`config.mk`:
```
export PLATFORM = sky130hd
export DESIGN_NAME = gfd_arith
export DESIGN_NICKNAME = d
export VERILOG_FILES = /design/src/gfd_pkg.sv /design/src/gfd_arith.sv
export SDC_FILE = /design/constraint.sdc
export NUM_CORES = 1
export LEC_CHECK = 0
export ABC_AREA = 1
export BUFFER_PORTS_ARGS = -buffer_cell sky130_fd_sc_hd__buf_2
export CELL_PAD_IN_SITES_DETAIL_PLACEMENT = 1
export CELL_PAD_IN_SITES_GLOBAL_PLACEMENT = 1
export CORE_AREA = 2 2 165 200
export DETAILED_ROUTE_END_ITERATION = 8
export DIE_AREA = 0 0 167 202
export PLACE_DENSITY = 0.82
export SYNTH_ARGS = -nofsm -noshare
export SYNTH_HDL_FRONTEND = slang
export SYNTH_SLANG_ARGS = --single-unit
```
`constraint.sdc`:
```
create_clock -name clock -period 9.6 [get_ports clock]
set_input_delay 1.92 -clock clock [delete_from_list [all_inputs] [get_ports clock]]
set_output_delay 1.92 -clock clock [all_outputs]
set_load 0.02 [all_outputs]
```
`src/gfd_pkg.sv`:
```
package gfd_pkg;

   localparam int ROW_BITS       = 6;
   localparam int COL_BITS       = 6;
   localparam int IN_SAMPLE_BITS = 16;
   localparam int RECIP_BITS     = 16;
   localparam int DIM_BITS       = 7;
   localparam int CSR_DATA_BITS  = 16;
   localparam int CSR_INDEX_BITS = 2;
   localparam int OUT_BITS       = 25;

   localparam logic REQ_WRITE = 1'b0;
   localparam logic REQ_QUERY = 1'b1;

   localparam logic [CSR_INDEX_BITS-1:0] CSR_ROWS_USED    = 2'd0;
   localparam logic [CSR_INDEX_BITS-1:0] CSR_COLS_USED    = 2'd1;
   localparam logic [CSR_INDEX_BITS-1:0] CSR_RECIP_STEP_X = 2'd2;
   localparam logic [CSR_INDEX_BITS-1:0] CSR_RECIP_STEP_Y = 2'd3;

   localparam logic [DIM_BITS-1:0]   ROWS_USED_RESET = 7'd64;
   localparam logic [DIM_BITS-1:0]   COLS_USED_RESET = 7'd64;
   localparam logic [RECIP_BITS-1:0] RECIP_RESET     = 16'd256;

   localparam logic signed [OUT_BITS-1:0] OUT_MAX = {1'b0, {(OUT_BITS-1){1'b1}}};
   localparam logic signed [OUT_BITS-1:0] OUT_MIN = {1'b1, {(OUT_BITS-1){1'b0}}};

   typedef enum logic [2:0] {
      ST_IDLE,
      ST_XP,
      ST_XM,
      ST_YP,
      ST_YM,
      ST_DY,
      ST_MY,
      ST_OUT
   } st_type;

   typedef struct packed {
      logic take_plus;
      logic take_diff;
      logic take_prod;
      logic take_gx;
      logic axis_y;
      logic half;
   } arith_ctl_type;

endpackage

```
`src/gfd_arith.sv`:
```
module gfd_arith #(
   parameter int SAMPLE_BITS = 16
) (
   input  logic                                     clock,
   input  gfd_pkg::arith_ctl_type                   ctl,
   input  logic [SAMPLE_BITS-1:0]                   rd_data,
   input  logic [gfd_pkg::RECIP_BITS-1:0]           recip_x,
   input  logic [gfd_pkg::RECIP_BITS-1:0]           recip_y,
   output logic signed [gfd_pkg::OUT_BITS-1:0]      grad_x,
   output logic signed [gfd_pkg::OUT_BITS-1:0]      scaled
);

   localparam int DW = SAMPLE_BITS + 1;
   localparam int PW = DW + gfd_pkg::RECIP_BITS + 1;
   localparam logic signed [PW-1:0] SAT_MAX = PW'(gfd_pkg::OUT_MAX);
   localparam logic signed [PW-1:0] SAT_MIN = PW'(gfd_pkg::OUT_MIN);

   logic signed [SAMPLE_BITS-1:0]          rd_s;
   logic signed [SAMPLE_BITS-1:0]          plus_ff, plus_in;
   logic signed [DW-1:0]                   diff_ff, diff_in;
   logic signed [PW-1:0]                   prod_ff, prod_in;
   logic signed [gfd_pkg::OUT_BITS-1:0]    gx_ff, gx_in;
   logic [gfd_pkg::RECIP_BITS-1:0]         recip_sel;
   logic signed [PW-1:0]                   shifted;
   logic signed [gfd_pkg::OUT_BITS-1:0]    sat;

   assign rd_s = $signed(rd_data);

   // one subtractor, one multiplier and one scaler, shared by both axes
   assign recip_sel = ctl.axis_y ? recip_y : recip_x;
   assign diff_in   = ctl.take_diff ? (DW'(plus_ff) - DW'(rd_s)) : diff_ff;
   assign prod_in   = ctl.take_prod ? (PW'(diff_ff) * PW'($signed({1'b0, recip_sel})))
                                    : prod_ff;
   assign plus_in   = ctl.take_plus ? rd_s : plus_ff;

   // floor shift: 9 halves the central difference
   assign shifted = ctl.half ? (prod_ff >>> 9) : (prod_ff >>> 8);

   always_comb begin
      if (shifted > SAT_MAX) begin
         sat = gfd_pkg::OUT_MAX;
      end else if (shifted < SAT_MIN) begin
         sat = gfd_pkg::OUT_MIN;
      end else begin
         sat = shifted[gfd_pkg::OUT_BITS-1:0];
      end
   end

   assign gx_in = ctl.take_gx ? sat : gx_ff;

   always_ff @(posedge clock) begin
      plus_ff <= plus_in;
      diff_ff <= diff_in;
      prod_ff <= prod_in;
      gx_ff   <= gx_in;
   end

   assign grad_x = gx_ff;
   assign scaled = sat;

endmodule

```
==> results.yml <==
sta:
  final-setup-viol-count: 0
  timing.final.ws_setup_ns: 1.34
  fin_tns_setup_ns: 0
  max_slew.worst_pin.slew_ns: 1.11
  maxSlewViolCount: 0
  finalWorstPathRequiredPeriod_ns: 8.26
  maxClockFrequency_mhz: 121
  timing.final.crit_share_pct: 86.0
  slew_headroom_pct: 25.6
  rsz0062_at_grt: "false"
  finalHoldViolations: 0
  fin_skew_ns: 0.0207
detailed_routing:
  vias_per_cell: 5.21
  routed_wirelength_mm: 44.5
  drc: 0
  drt-initial-drc-count: 476
  vias: 12000
  antenna_violating_nets_post_route: 0
  drtPass1Iterations: 5
  detail_route.wl_per_cell_um: 19.3
clock_network:
  clk_pin_slew_worst_paths_ns: 0.08
  cts_made_buffers: 9
  post_cts_resized: 0
  cts_max_path_buffers: 2
  clock-sinks: 84
  cts_tree: "built"
  clock_latency_ns: 0.37
  post-cts-setup-buffer-count: 0
  clockRootBuffer: "clkbuf_16"
  h-tree-depth: 3
  cts_hold_repair.buffers: 0
floorplan:
  initial_core_util_pct: 48.5
  floorplan.die.width_um: 167
  fp.dieH_um: 202
  pin_count: 105
  die_area_um2: 33700
  std_cell_rows: 72
  core-area_um2: 31800
yosys:
  synth.top_cells.by_count: "inv_1 (481), nand2_1 (393), fa_1 (278)"
  post-synth-top-area-fraction_pct: 36.1
  number_of_enable_type_register_cells_in_the_synthesized_netlist: 84
  mappedNetlistArea_um2: 15400
  synth_seq_area_share_pct: 16.3
  postSynthRegisterBits: 84
  yosysWarningCount: 0
  synthFlopType: "edfxtp_1"
  syn-instance-count: 1822
  postSynthNetCount: 2256
  async_reset_ff_share_pct: 0
  synth.top_cells.by_area: "fa_1 (36%), edfxtp_1 (16%), inv_1 (12%), nand2_1 (9.6%), ha_1 (8.2%)"
  synthesis.area_per_instance_um2: 8.47
  synth_top_area_cell: "fa_1"
  synth.lib_cells_used.distinct: 46
  yosys.cell_count.top_type: "inv_1"
job:
  maxCapViolCount: 0
final_layout:
  area_growth_syn_to_layout_pct: 6.99
  stdcell_area_um2: 16500
  utilization_pct: 51.9
  final_net_count: 2332
  final_layout_size_suffix_gt1_share_pct: 11.0
  seq_area_um2: 2520
  fillers: 3880
  multiInputGateArea_um2: 10700
critical_path:
  crit_type: "in -> reg"
  timing.critical_path.arrival_ns: 8.38
  required_ns: 9.73
  reg2reg_depth: 20
  startpoint_type: "input port"
  critical_path_peak_fanout: 17
  startpoint_of_the_worst_slack_reg_to_reg_timing_path: "diff_ff[16]"
  worstSetupEndpointType: "flip-flop"
  ff2ff_setup_slack_ns: 2.65
  startpoint: "ctl[1]"
  worst_r2r_endpoint: "prod_ff[28]"
placed_design:
  gp_congestion: 0.927
  detailed_place_hpwl_mm: 39.5
  placed_area_um2: 16200
  dp_slack_ns: 0.888
  i_o_buffers: 104
worst_hold_path:
  whs_endpoint: "grad_x[24]"
  min-delay-start: "prod_ff[33]"
  hold-path-cell-count: 0
  min_path_type: "reg -> reg"
global_routing:
  grt_overflow: 0
  grt_first_pass_wirelength_mm: 71.1
  grt.total_usage_pct: 27.4
  grt_antenna_before_repair: 1
  grt_max_degree: 27
  first_global_vias: 14100
status:
  result_of_the_run: "complete, no violations"
-- area by class of cell --
type	count	share of cell area (%)
diodes	1	0.0152
clock buffers	9	1.36
clock inverters	7	0.576
inverters	499	11.4
multi-input cells	1199	65.1
flip-flops and latches	84	15.3
well taps	407	3.08
repair buffers	105	3.20
-- kinds of logic (layout without fill, tap and decap cells) --
kind of cell	count (synthesis)	in the layout	synth area share (%)
buf+inv	539	620	14.0
compound gates	101	101	3.64
mux	25	25	1.78
other cells	0	1	0
xor+xnor	25	25	1.42
flops	84	84	16.3
fa+ha+maj	379	379	44.3
simple gates	669	669	18.5
-- registers in the layout, indices dropped and copies added, names as in the netlist --
name,cells
plus_ff,16
grad_x,25
diff_ff,17
prod_ff,26
-- how the worst max path moves through the flow --
stage          cells past startpoint           to  slack, ns
5_1_grt                           23  prod_ff[28]       0.95
6_report                          24  prod_ff[28]       1.34
2_1_floorplan                     25  prod_ff[31]       2.31
3_5_place_dp                      23  prod_ff[28]       0.89
3_3_place_gp                      24  prod_ff[28]       1.10
4_1_cts                           23  prod_ff[28]       1.30
-- per-layer routing --
metal,global-route usage (%),share of wire [%],routed length [um]
met1,27.5,36,15800
met3,4.09,4.6,2040
met2,53.3,54,24000
met5,0,0,0
met4,15.1,5.8,2600
-- stage by stage --
stage,instances,hold WS [ns]
2_1_floorplan,1822,0.651
3_3_place_gp,2294,0.500
3_5_place_dp,2294,0.515
4_1_cts,2310,0.534
5_1_grt,2310,0.540
6_report,2311,0.536
-- layout by cell type (no fill, tap or decap), types with 23 or more instances in the layout --
master	instances
nor2_1	149
o21ai_0	35
nand3_1	40
edfxtp_1	84
a21oi_1	46
nand2_1	393
fa_1	278
mux2i_1	23
inv_1	481
buf_2	104
ha_1	101
-- critical path, stage by stage --
cell and delay [ns]:
buf_2 0.33, inv_2 0.18, or2_2 0.32, nand2_2 0.10
inv_1 0.05, buf_4 0.18, nand2_1 0.14, fa_1 0.50
inv_1 0.22, fa_1 0.65, fa_1 0.60, fa_1 0.47
fa_1 0.57, inv_1 0.07, fa_1 0.54, inv_1 0.04
ha_1 0.36, nand2_1 0.11, nor2_1 0.26, nand2_1 0.16
a21oi_1 0.29, nor2_1 0.12, nand3_1 0.10, nand2_1 0.08
Power is not shown: default switching activity piles up to over one toggle a cycle in this logic, so the estimate is an artifact.
