===== config.mk =====
export PLATFORM = sky130hd
export DESIGN_NAME = gfd_ctrl
export DESIGN_NICKNAME = d
export VERILOG_FILES = /design/src/gfd_pkg.sv /design/src/gfd_ctrl.sv
export SDC_FILE = /design/constraint.sdc
export NUM_CORES = 1
export LEC_CHECK = 0
export BUFFER_PORTS_ARGS = -buffer_cell sky130_fd_sc_hd__buf_2
export CELL_PAD_IN_SITES_DETAIL_PLACEMENT = 1
export CELL_PAD_IN_SITES_GLOBAL_PLACEMENT = 2
export CORE_AREA = 2 2 102 104
export DETAILED_ROUTE_END_ITERATION = 10
export DIE_AREA = 0 0 104 106
export PLACE_DENSITY_LB_ADDON = 0.1
export SLEW_MARGIN = 0
export SYNTH_ARGS = -nofsm -noshare
export SYNTH_HDL_FRONTEND = slang
export SYNTH_SLANG_ARGS = --single-unit

===== constraint.sdc =====
create_clock -name clock -period 4.8 [get_ports clock]
set_clock_uncertainty 0.05 [all_clocks]
set_input_delay 0.96 -clock clock [delete_from_list [all_inputs] [get_ports clock]]
set_output_delay 0.96 -clock clock [all_outputs]
set_load 0.05 [all_outputs]

===== src/gfd_pkg.sv =====
package gfd_pkg;

   localparam int ROW_BITS       = 6;
   localparam int COL_BITS       = 6;
   localparam int IN_SAMPLE_BITS = 16;
   localparam int RECIP_BITS     = 16;
   localparam int DIM_BITS       = 7;
   localparam int CSR_DATA_BITS  = 16;
   localparam int CSR_INDEX_BITS = 2;
   localparam int OUT_BITS       = 25;

   localparam logic REQ_WRITE = 1'b0;
   localparam logic REQ_QUERY = 1'b1;

   localparam logic [CSR_INDEX_BITS-1:0] CSR_ROWS_USED    = 2'd0;
   localparam logic [CSR_INDEX_BITS-1:0] CSR_COLS_USED    = 2'd1;
   localparam logic [CSR_INDEX_BITS-1:0] CSR_RECIP_STEP_X = 2'd2;
   localparam logic [CSR_INDEX_BITS-1:0] CSR_RECIP_STEP_Y = 2'd3;

   localparam logic [DIM_BITS-1:0]   ROWS_USED_RESET = 7'd64;
   localparam logic [DIM_BITS-1:0]   COLS_USED_RESET = 7'd64;
   localparam logic [RECIP_BITS-1:0] RECIP_RESET     = 16'd256;

   localparam logic signed [OUT_BITS-1:0] OUT_MAX = {1'b0, {(OUT_BITS-1){1'b1}}};
   localparam logic signed [OUT_BITS-1:0] OUT_MIN = {1'b1, {(OUT_BITS-1){1'b0}}};

   typedef enum logic [2:0] {
      ST_IDLE,
      ST_XP,
      ST_XM,
      ST_YP,
      ST_YM,
      ST_DY,
      ST_MY,
      ST_OUT
   } st_type;

   typedef struct packed {
      logic take_plus;
      logic take_diff;
      logic take_prod;
      logic take_gx;
      logic axis_y;
      logic half;
   } arith_ctl_type;

endpackage


===== src/gfd_ctrl.sv =====
module gfd_ctrl #(
   parameter int MAX_ROWS  = 64,
   parameter int MAX_COLS  = 64,
   parameter int ADDR_BITS = 12
) (
   input  logic                              clock,
   input  logic                              reset,
   input  logic                              req_valid,
   input  logic                              req_type,
   input  logic [gfd_pkg::ROW_BITS-1:0]      req_row,
   input  logic [gfd_pkg::COL_BITS-1:0]      req_col,
   input  logic [gfd_pkg::DIM_BITS-1:0]      rows_used,
   input  logic [gfd_pkg::DIM_BITS-1:0]      cols_used,
   input  logic                              out_free,
   output logic                              req_stall,
   output logic                              mem_we,
   output logic [ADDR_BITS-1:0]              mem_addr,
   output gfd_pkg::arith_ctl_type            ctl,
   output logic                              rsp_load,
   output logic                              oor
);

   localparam int NW_R = $clog2(MAX_ROWS + 1);
   localparam int NW_C = $clog2(MAX_COLS + 1);
   localparam int IW_R = (NW_R > gfd_pkg::DIM_BITS) ? NW_R : gfd_pkg::DIM_BITS;
   localparam int IW_C = (NW_C > gfd_pkg::DIM_BITS) ? NW_C : gfd_pkg::DIM_BITS;
   localparam logic [IW_R-1:0] MAXR = IW_R'(MAX_ROWS);
   localparam logic [IW_C-1:0] MAXC = IW_C'(MAX_COLS);
   localparam logic [IW_R-1:0] TWO_R = IW_R'(2);
   localparam logic [IW_C-1:0] TWO_C = IW_C'(2);

   gfd_pkg::st_type state_ff, state_in;

   logic [IW_R-1:0] row_ff, xp_ff, xm_ff;
   logic [IW_R-1:0] row_in, xp_in, xm_in;
   logic [IW_C-1:0] col_ff, yp_ff, ym_ff;
   logic [IW_C-1:0] col_in, yp_in, ym_in;
   logic            cen_x_ff, cen_y_ff, oor_ff;
   logic            cen_x_in, cen_y_in, oor_in;

   logic [IW_R-1:0] rows_ext, nr, req_r, row_sel;
   logic [IW_C-1:0] cols_ext, nc, req_c, col_sel;
   logic            first_r, last_r, first_c, last_c;
   logic            idle, take_query;

   assign rows_ext = IW_R'(rows_used);
   assign cols_ext = IW_C'(cols_used);
   assign nr = (rows_ext < TWO_R) ? TWO_R : ((rows_ext > MAXR) ? MAXR : rows_ext);
   assign nc = (cols_ext < TWO_C) ? TWO_C : ((cols_ext > MAXC) ? MAXC : cols_ext);
   assign req_r = IW_R'(req_row);
   assign req_c = IW_C'(req_col);

   assign idle       = (state_ff == gfd_pkg::ST_IDLE);
   assign take_query = idle && req_valid && (req_type == gfd_pkg::REQ_QUERY);

   assign first_r = (req_r == '0);
   assign last_r  = (req_r == (nr - IW_R'(1)));
   assign first_c = (req_c == '0);
   assign last_c  = (req_c == (nc - IW_C'(1)));

   // neighbor indexes: one-sided at the edges, central inside
   always_comb begin
      row_in   = row_ff;
      col_in   = col_ff;
      xp_in    = xp_ff;
      xm_in    = xm_ff;
      yp_in    = yp_ff;
      ym_in    = ym_ff;
      cen_x_in = cen_x_ff;
      cen_y_in = cen_y_ff;
      oor_in   = oor_ff;
      if (take_query) begin
         row_in   = req_r;
         col_in   = req_c;
         xp_in    = last_r  ? req_r : req_r + IW_R'(1);
         xm_in    = first_r ? req_r : req_r - IW_R'(1);
         yp_in    = last_c  ? req_c : req_c + IW_C'(1);
         ym_in    = first_c ? req_c : req_c - IW_C'(1);
         cen_x_in = !first_r && !last_r;
         cen_y_in = !first_c && !last_c;
         oor_in   = (req_r >= nr) || (req_c >= nc);
      end
   end

   always_comb begin
      state_in = state_ff;
      case (state_ff)
         gfd_pkg::ST_IDLE: begin
            if (take_query) begin
               state_in = oor_in ? gfd_pkg::ST_OUT : gfd_pkg::ST_XP;
            end
         end
         gfd_pkg::ST_XP:  state_in = gfd_pkg::ST_XM;
         gfd_pkg::ST_XM:  state_in = gfd_pkg::ST_YP;
         gfd_pkg::ST_YP:  state_in = gfd_pkg::ST_YM;
         gfd_pkg::ST_YM:  state_in = gfd_pkg::ST_DY;
         gfd_pkg::ST_DY:  state_in = gfd_pkg::ST_MY;
         gfd_pkg::ST_MY:  state_in = gfd_pkg::ST_OUT;
         gfd_pkg::ST_OUT: begin
            if (out_free) begin
               state_in = gfd_pkg::ST_IDLE;
            end
         end
         default: state_in = gfd_pkg::ST_IDLE;
      endcase
   end

   always_comb begin
      ctl      = '0;
      row_sel  = row_ff;
      col_sel  = col_ff;
      rsp_load = 1'b0;
      case (state_ff)
         gfd_pkg::ST_IDLE: begin
            row_sel = req_r;
            col_sel = req_c;
         end
         gfd_pkg::ST_XP: row_sel = xp_ff;
         gfd_pkg::ST_XM: begin
            row_sel       = xm_ff;
            ctl.take_plus = 1'b1;
         end
         gfd_pkg::ST_YP: begin
            col_sel       = yp_ff;
            ctl.take_diff = 1'b1;
         end
         gfd_pkg::ST_YM: begin
            col_sel       = ym_ff;
            ctl.take_plus = 1'b1;
            ctl.take_prod = 1'b1;
         end
         gfd_pkg::ST_DY: begin
            ctl.take_diff = 1'b1;
            ctl.take_gx   = 1'b1;
            ctl.half      = cen_x_ff;
         end
         gfd_pkg::ST_MY: begin
            ctl.take_prod = 1'b1;
            ctl.axis_y    = 1'b1;
         end
         gfd_pkg::ST_OUT: begin
            ctl.half = cen_y_ff;
            rsp_load = out_free;
         end
         default: ;
      endcase
   end

   assign req_stall = !idle;
   assign mem_we    = idle && req_valid && (req_type == gfd_pkg::REQ_WRITE) &&
                      (req_r < MAXR) && (req_c < MAXC);
   assign mem_addr  = ADDR_BITS'(row_sel) * ADDR_BITS'(MAX_COLS) + ADDR_BITS'(col_sel);
   assign oor       = oor_ff;

   always_ff @(posedge clock) begin
      if (reset) begin
         state_ff <= gfd_pkg::ST_IDLE;
      end else begin
         state_ff <= state_in;
      end
   end

   always_ff @(posedge clock) begin
      row_ff   <= row_in;
      col_ff   <= col_in;
      xp_ff    <= xp_in;
      xm_ff    <= xm_in;
      yp_ff    <= yp_in;
      ym_ff    <= ym_in;
      cen_x_ff <= cen_x_in;
      cen_y_ff <= cen_y_in;
      oor_ff   <= oor_in;
   end

endmodule


==> run_results.csv, run 1 <==
group,metric,value,unit
global_route,grt_antenna_before_repair,0,
sta,drv_slew,0,
placed_design,hpwl,6496,um
placed_design,dp_cells,541,
finish,final_nets,464,
yosys,syn_avg_cell_area,9.327,um2
die,start_util,34.70,%
critical_path,crit_buf_inv,2,
yosys,synth_area_leader_cell,"edfxtp_1",
critical_path,path_cells,"inv_1 > o21ai_0 > ha_1 > o211ai_1 > nor3_1 > xnor2_1 > buf_2",
yosys,ys.warnings.count,0,
routing,via_count,2897,
finish,antenna_cells,0,
clock_tree,cts_setup_buffers,0,
clock_tree,h-tree-depth,2,
yosys,synthArstFlopShare,0,%
sta,slew_headroom,36.85,%
global_route,grt_pass1_wl,14750,um
pwr,clkPwrFrac,14.9,%
critical_path,critical_path_class,"reg -> out",
sta,final_hold_viol_count,0,
yosys,netlist_instances,372,
critical_path,rr_endpoint,"yp_ff[3]",
yosys,synth_top_area_share,34.62,%
sta,rsz0062_at_grt,"no",
global_route,grt_overflow,0,
critical_path,crit_family,"flip-flops",
sta,max_slew.worst_pin.slew,0.9460,ns
die,dieWidth,104,um
hold_path,min_path_type,"reg -> reg",
sta,finalSetupTns,0,ns
yosys,synth-main-ff-cell,"edfxtp_1",
finish,layout-drive-gt1-share,19.13,%
finish,syn_to_final_growth,13.20,%
sta,finalSetupViolCount,0,
clock_tree,cts_sinks,44,
pwr,p_per_area,483.7,mW/mm2
critical_path,endpoint_kind,"output pin",
critical_path,endpoint,"mem_addr[11]",
run_status,run_status,"completed",
routing,wl_per_cell,15.83,um
routing,drt-total-wl,8693,um
die,core_area,0.01000,mm2
critical_path,critPathSlowestCell,"dfxtp_1",
yosys,synth_edf_count,40,
global_route,grt_use_total,16.40,%
clock_tree,cts_tree,"yes",
clock_tree,root_buffer,"clkbuf_8",
die,die_y,106,um
finish,post-route-util,39.28,%
yosys,synth_cell_types,66,
clock_tree,cts_hold_buf,0,
placed_design,io_buffers,52,
finish,fillers,1202,
routing,drt-vias-per-instance,5.277,
pwr,intPower,0.9441,mW
die,dieArea,0.01102,mm2
critical_path,crit_cells,7,
yosys,ys_seq_area_share,36.93,%
job,maxCapViolCount,0,
pwr,combPwrFrac,55.5,%
sta,fin_crit_sh,79.92,%
hold_path,min_path_cells,1,
routing,drtIter0Drc,159,
sta,fmax,0.2607,GHz
yosys,netlist_top_cells_area,"edfxtp_1, ha_1, mux2i_1, xnor2_1, o21ai_0",
routing,drc,0,
clock_tree,clk_pin_slew,0.08,ns
critical_path,reg2reg_depth,5,
pwr,pwr-share-seq,29.6,%
pwr,switching_power,0.9555,mW
global_route,grt_max_degree,29,
critical_path,cp_data_arrival_time,2.83,ns
critical_path,cp-start-kind,"flip-flop",
clock_tree,cts_resized,0,
pwr,power,1.900,mW
critical_path,reg2reg_from,"state_ff[1]",
critical_path,crit_path_start,"state_ff[0]",
sta,fin_crit,3.836,ns
global_route,grt_pass1_vias,3023,
critical_path,crit_fanout,28,
critical_path,max_stage_delay,0.95,ns
routing,firstDrtPassIters,4,
clock_tree,clockBufferDepth,2,
finish,final_cells,549,
placed_design,gp_congestion,0.7883,
placed_design,place_ws,0.6440,ns
yosys,syn_nets,424,
clock_tree,cts_made_buffers,5,
clock_tree,clk_latency,0.31,ns
hold_path,min-delay-start,"oor",
routing,ant_nets,0,
die,num_rows,37,
finish,final_common_cell,"buf_2",
yosys,syn-cell-area,0.003470,mm2
yosys,synth-seq-cells,44,
die,pin_count,53,
critical_path,critPathRequiredTime,3.79,ns
pwr,p_leak,1.512,nW
pwr,ir_worst_vdd,0.2065,mV
critical_path,r2r_setup_slack,1.77,ns
sta,layout_setup_ws,0.9636,ns
finish,final_cell_mix,"buf_2, edfxtp_1, nor2_1, o21ai_0, nand2_1",
pwr,switching_share,50.30,%
stage by stage:
step	instance area [um2]	hold slack (ns)
after floorplan	3470	0.7068
after global placement	3820	0.5138
after detailed placement	3820	0.5136
after CTS	3928	0.5346
after global routing	3928	0.5775
final	3928	0.5305
state kept, by name, indices dropped and copies added, names as in the netlist:
name      cells
ym_ff         7
yp_ff         7
col_ff        6
row_ff        6
xm_ff         6
xp_ff         6
state_ff      3
cen_x_ff      1
cen_y_ff      1
oor           1
cells in the mapped netlist (all sizes together) (3+ instances only):
master and number:
o21bai 4, nand2b 16, nor2b 7, a211oi 4, o211ai 9, mux2i 15
and3 4, buf 6, a22oi 4, clkbuf 16, o22ai 5, a21oi 23
a21o 4, nand3 9, xor2 9, inv 13, edfxtp 40, nor2 27
xnor2 17, a22o 3, ha 21, nor3 13, nand4 3, nor3b 3
o21ai 29, or2 3, dfxtp 4, nand2 25
worst register-to-register path: cells and delay by family (launching register included):
family / cells / cell delay [ns]
buf+inv: 3 / 1.48
simple gates: 2 / 0.66
flops: 1 / 0.51
routing by layer:
metal / routed length, um / vias to the layer above / GRT usage, %
met4: 99 / 0 / 4.344
li1: - / 1456 / -
met1: 4489 / 1390 / 22.40
met5: 0 / - / 0
met3: 208 / 7 / 2.146
met2: 3896 / 44 / 27.44
power by group through the flow:
stage | sequential (mW) | combinational, mW | clock, mW
after floorplan | 0.530 | 0.857 | 0
after CTS | 0.563 | 1.07 | 0.290
after global routing | 0.573 | 1.14 | 0.306
after global placement | 0.569 | 1.05 | 0
final | 0.563 | 1.05 | 0.282
after detailed placement | 0.572 | 1.07 | 0
layout make-up:
type | count | area, um2 | share of cell area [%]
clock inverter | 2 | 35.03 | 0.8920
tap | 136 | 170.2 | 4.333
inverter | 13 | 48.80 | 1.242
multi-input combinational | 293 | 2037 | 51.86
timing repair buffer | 55 | 282.8 | 7.200
sequential | 44 | 1281 | 32.62
clock buffer | 6 | 72.57 | 1.848
how the worst min path moves through the flow:
stage	to	slack, ns
finish	oor	0.53
global route	oor	0.58
CTS	oor	0.53
detailed placement	oor	0.51
global placement	oor	0.51
floorplan	state_ff[0]	0.71
cells by family (layout without fill, tap and decap cells):
logic type	Yosys count	in the layout	synth area share [%]
DFF	44	44	36.93
other	1	1	0.1081
muxes	17	17	5.084
buffers and inverters	35	76	4.363
adders and majority gates	21	21	7.573
AOI/OAI and AO/OA	100	100	19.40
xor gates and xnor gates	26	26	6.563
and+or+nand+nor	128	128	19.98
Note: power is estimated with default switching activity, not from simulation.
==> inputs of run 2 (changes only) <==
==> constraint.sdc (replaced) <==
create_clock -name clock -period 3.88 [get_ports clock]
set_clock_uncertainty 0.05 [all_clocks]
set_input_delay 0.776 -clock clock [delete_from_list [all_inputs] [get_ports clock]]
set_output_delay 0.776 -clock clock [all_outputs]
set_load 0.05 [all_outputs]
==> run 2 against run 1 <==
Design area grew 0.13%. Setup slack lost 0.51 ns. Cell count grew 0.73%. Power grew 21%. Routed wire length grew 1.3%. Combinational power grew 28%. Sequential cell count is the same. Global-route usage is essentially flat. Largest cell class unchanged. Via count shrank 0.31%. First-iteration DRC count shrank 38%.
==> run_results.csv, run 2 (same netlist as run 1, synthesis figures left out) <==
group,metric,value,unit
run_status,run_status,"completed",
hold_path,min-delay-start,"oor",
sta,slew_headroom,59.94,%
placed_design,gp_congestion,0.8018,
clock_tree,h-tree-depth,2,
clock_tree,cts_tree,"yes",
critical_path,critical_path_class,"reg -> out",
global_route,grt_pass1_wl,14680,um
die,dieWidth,104,um
routing,drt-vias-per-instance,5.222,
clock_tree,clockBufferDepth,2,
pwr,ir_worst_vdd,0.2548,mV
placed_design,io_buffers,52,
global_route,grt_overflow,0,
sta,finalSetupViolCount,0,
routing,ant_nets,0,
sta,final_hold_viol_count,0,
critical_path,crit_fanout,24,
pwr,power,2.291,mW
routing,firstDrtPassIters,4,
clock_tree,cts_hold_buf,0,
clock_tree,cts_resized,0,
pwr,p_leak,1.522,nW
finish,final_nets,468,
die,core_area,0.01000,mm2
die,dieArea,0.01102,mm2
sta,drv_slew,0,
die,pin_count,53,
routing,drt-total-wl,8805,um
global_route,grt_max_degree,25,
critical_path,crit_path_start,"state_ff[1]",
critical_path,max_stage_delay,0.70,ns
finish,reg_top3,"ym_ff (7), yp_ff (7)",
pwr,p_per_area,582.6,mW/mm2
finish,final_cells,553,
clock_tree,root_buffer,"clkbuf_8",
clock_tree,cts_sinks,44,
critical_path,endpoint_kind,"output pin",
placed_design,hpwl,6620,um
sta,fmax,0.2918,GHz
finish,final_cell_mix,"buf_2, edfxtp_1, nor2_1, o21ai_0, nand2_1",
sta,fin_crit_sh,88.34,%
clock_tree,cts_made_buffers,5,
global_route,grt_use_total,16.42,%
critical_path,path_cells,"buf_4 > nor2_1 > nand3_1 > o21ai_0 > ha_1 > ha_1 > nand2_1 > xor2_1 > buf_2",
global_route,grt_pass1_vias,2957,
clock_tree,clk_latency,0.31,ns
critical_path,cp_data_arrival_time,2.60,ns
critical_path,cp-start-kind,"flip-flop",
global_route,grt_antenna_before_repair,0,
critical_path,reg2reg_from,"state_ff[1]",
placed_design,dp_cells,545,
routing,via_count,2888,
clock_tree,cts_setup_buffers,0,
finish,final_common_cell,"buf_2",
sta,fin_crit,3.427,ns
finish,fillers,1215,
die,start_util,34.70,%
sta,fin_hold_ws,0.5558,ns
placed_design,place_ws,0.1172,ns
finish,layout-drive-gt1-share,19.90,%
die,die_y,106,um
routing,drtIter0Drc,99,
critical_path,crit_top_cell,"ha_1",
finish,antenna_cells,0,
routing,wl_per_cell,15.92,um
sta,rsz0062_at_grt,"no",
sta,finalSetupTns,0,ns
sta,layout_setup_ws,0.4526,ns
sta,max_slew.worst_pin.slew,0.6000,ns
routing,drc,0,
hold_path,min_path_type,"reg -> reg",
die,num_rows,37,
critical_path,critPathRequiredTime,3.05,ns
job,maxCapViolCount,0,
critical_path,critPathSlowestCell,"dfxtp_1",
finish,syn_to_final_growth,13.34,%
clock_tree,clk_pin_slew,0.09,ns
## run 2: final timing paths
kind / to / slack [ns] / depth (start not counted)
hold reg to reg: oor / 0.56 / 1
hold / removal: oor / 0.56 / 1
setup reg to reg: state_ff[1] / 1.31 / 9
setup / recovery: mem_addr[10] / 0.45 / 9
## run 2: final cells by class
type | count | area (um2) | area share, %
multi-input cells | 293 | 2037 | 51.80
inverters | 13 | 48.80 | 1.241
repair buffers | 59 | 312.8 | 7.954
clock buffers | 5 | 68.82 | 1.750
clock inverters | 3 | 13.76 | 0.3500
flip-flops and latches | 44 | 1281 | 32.58
well taps | 136 | 170.2 | 4.327
## run 2: report_power, final
group	internal (mW)	switching (mW)
logic	0.381	0.958
registers	0.606	0.0656
clock network	0.122	0.159
total	1.11	1.18
## run 2: critical path: cells and delay by family (launching register included)
kind / cells / cell delay [ns]
AO/OA/AOI/OAI: 1 / 0.10
XOR/XNOR: 1 / 0.14
adder cells (fa/ha/maj): 2 / 0.44
buffers and inverters: 2 / 0.66
flip-flops: 1 / 0.70
AND/OR/NAND/NOR: 3 / 0.25
## run 2: routing by layer
metal	GRT usage (%)	part of all wire, %	vias up
li1	-	-	1464
met1	22.06	51	1362
met2	27.16	45	50
met3	2.514	2.9	12
met4	5.405	1.6	0
met5	0	0	-
## run 2: stage by stage
stage | area [um2] | utilization [%]
6_report | 3933 | 39.33
5_1_grt | 3933 | 39.33
4_1_cts | 3933 | 39.33
3_5_place_dp | 3850 | 38.50
3_3_place_gp | 3850 | 38.50
2_1_floorplan | 3470 | -
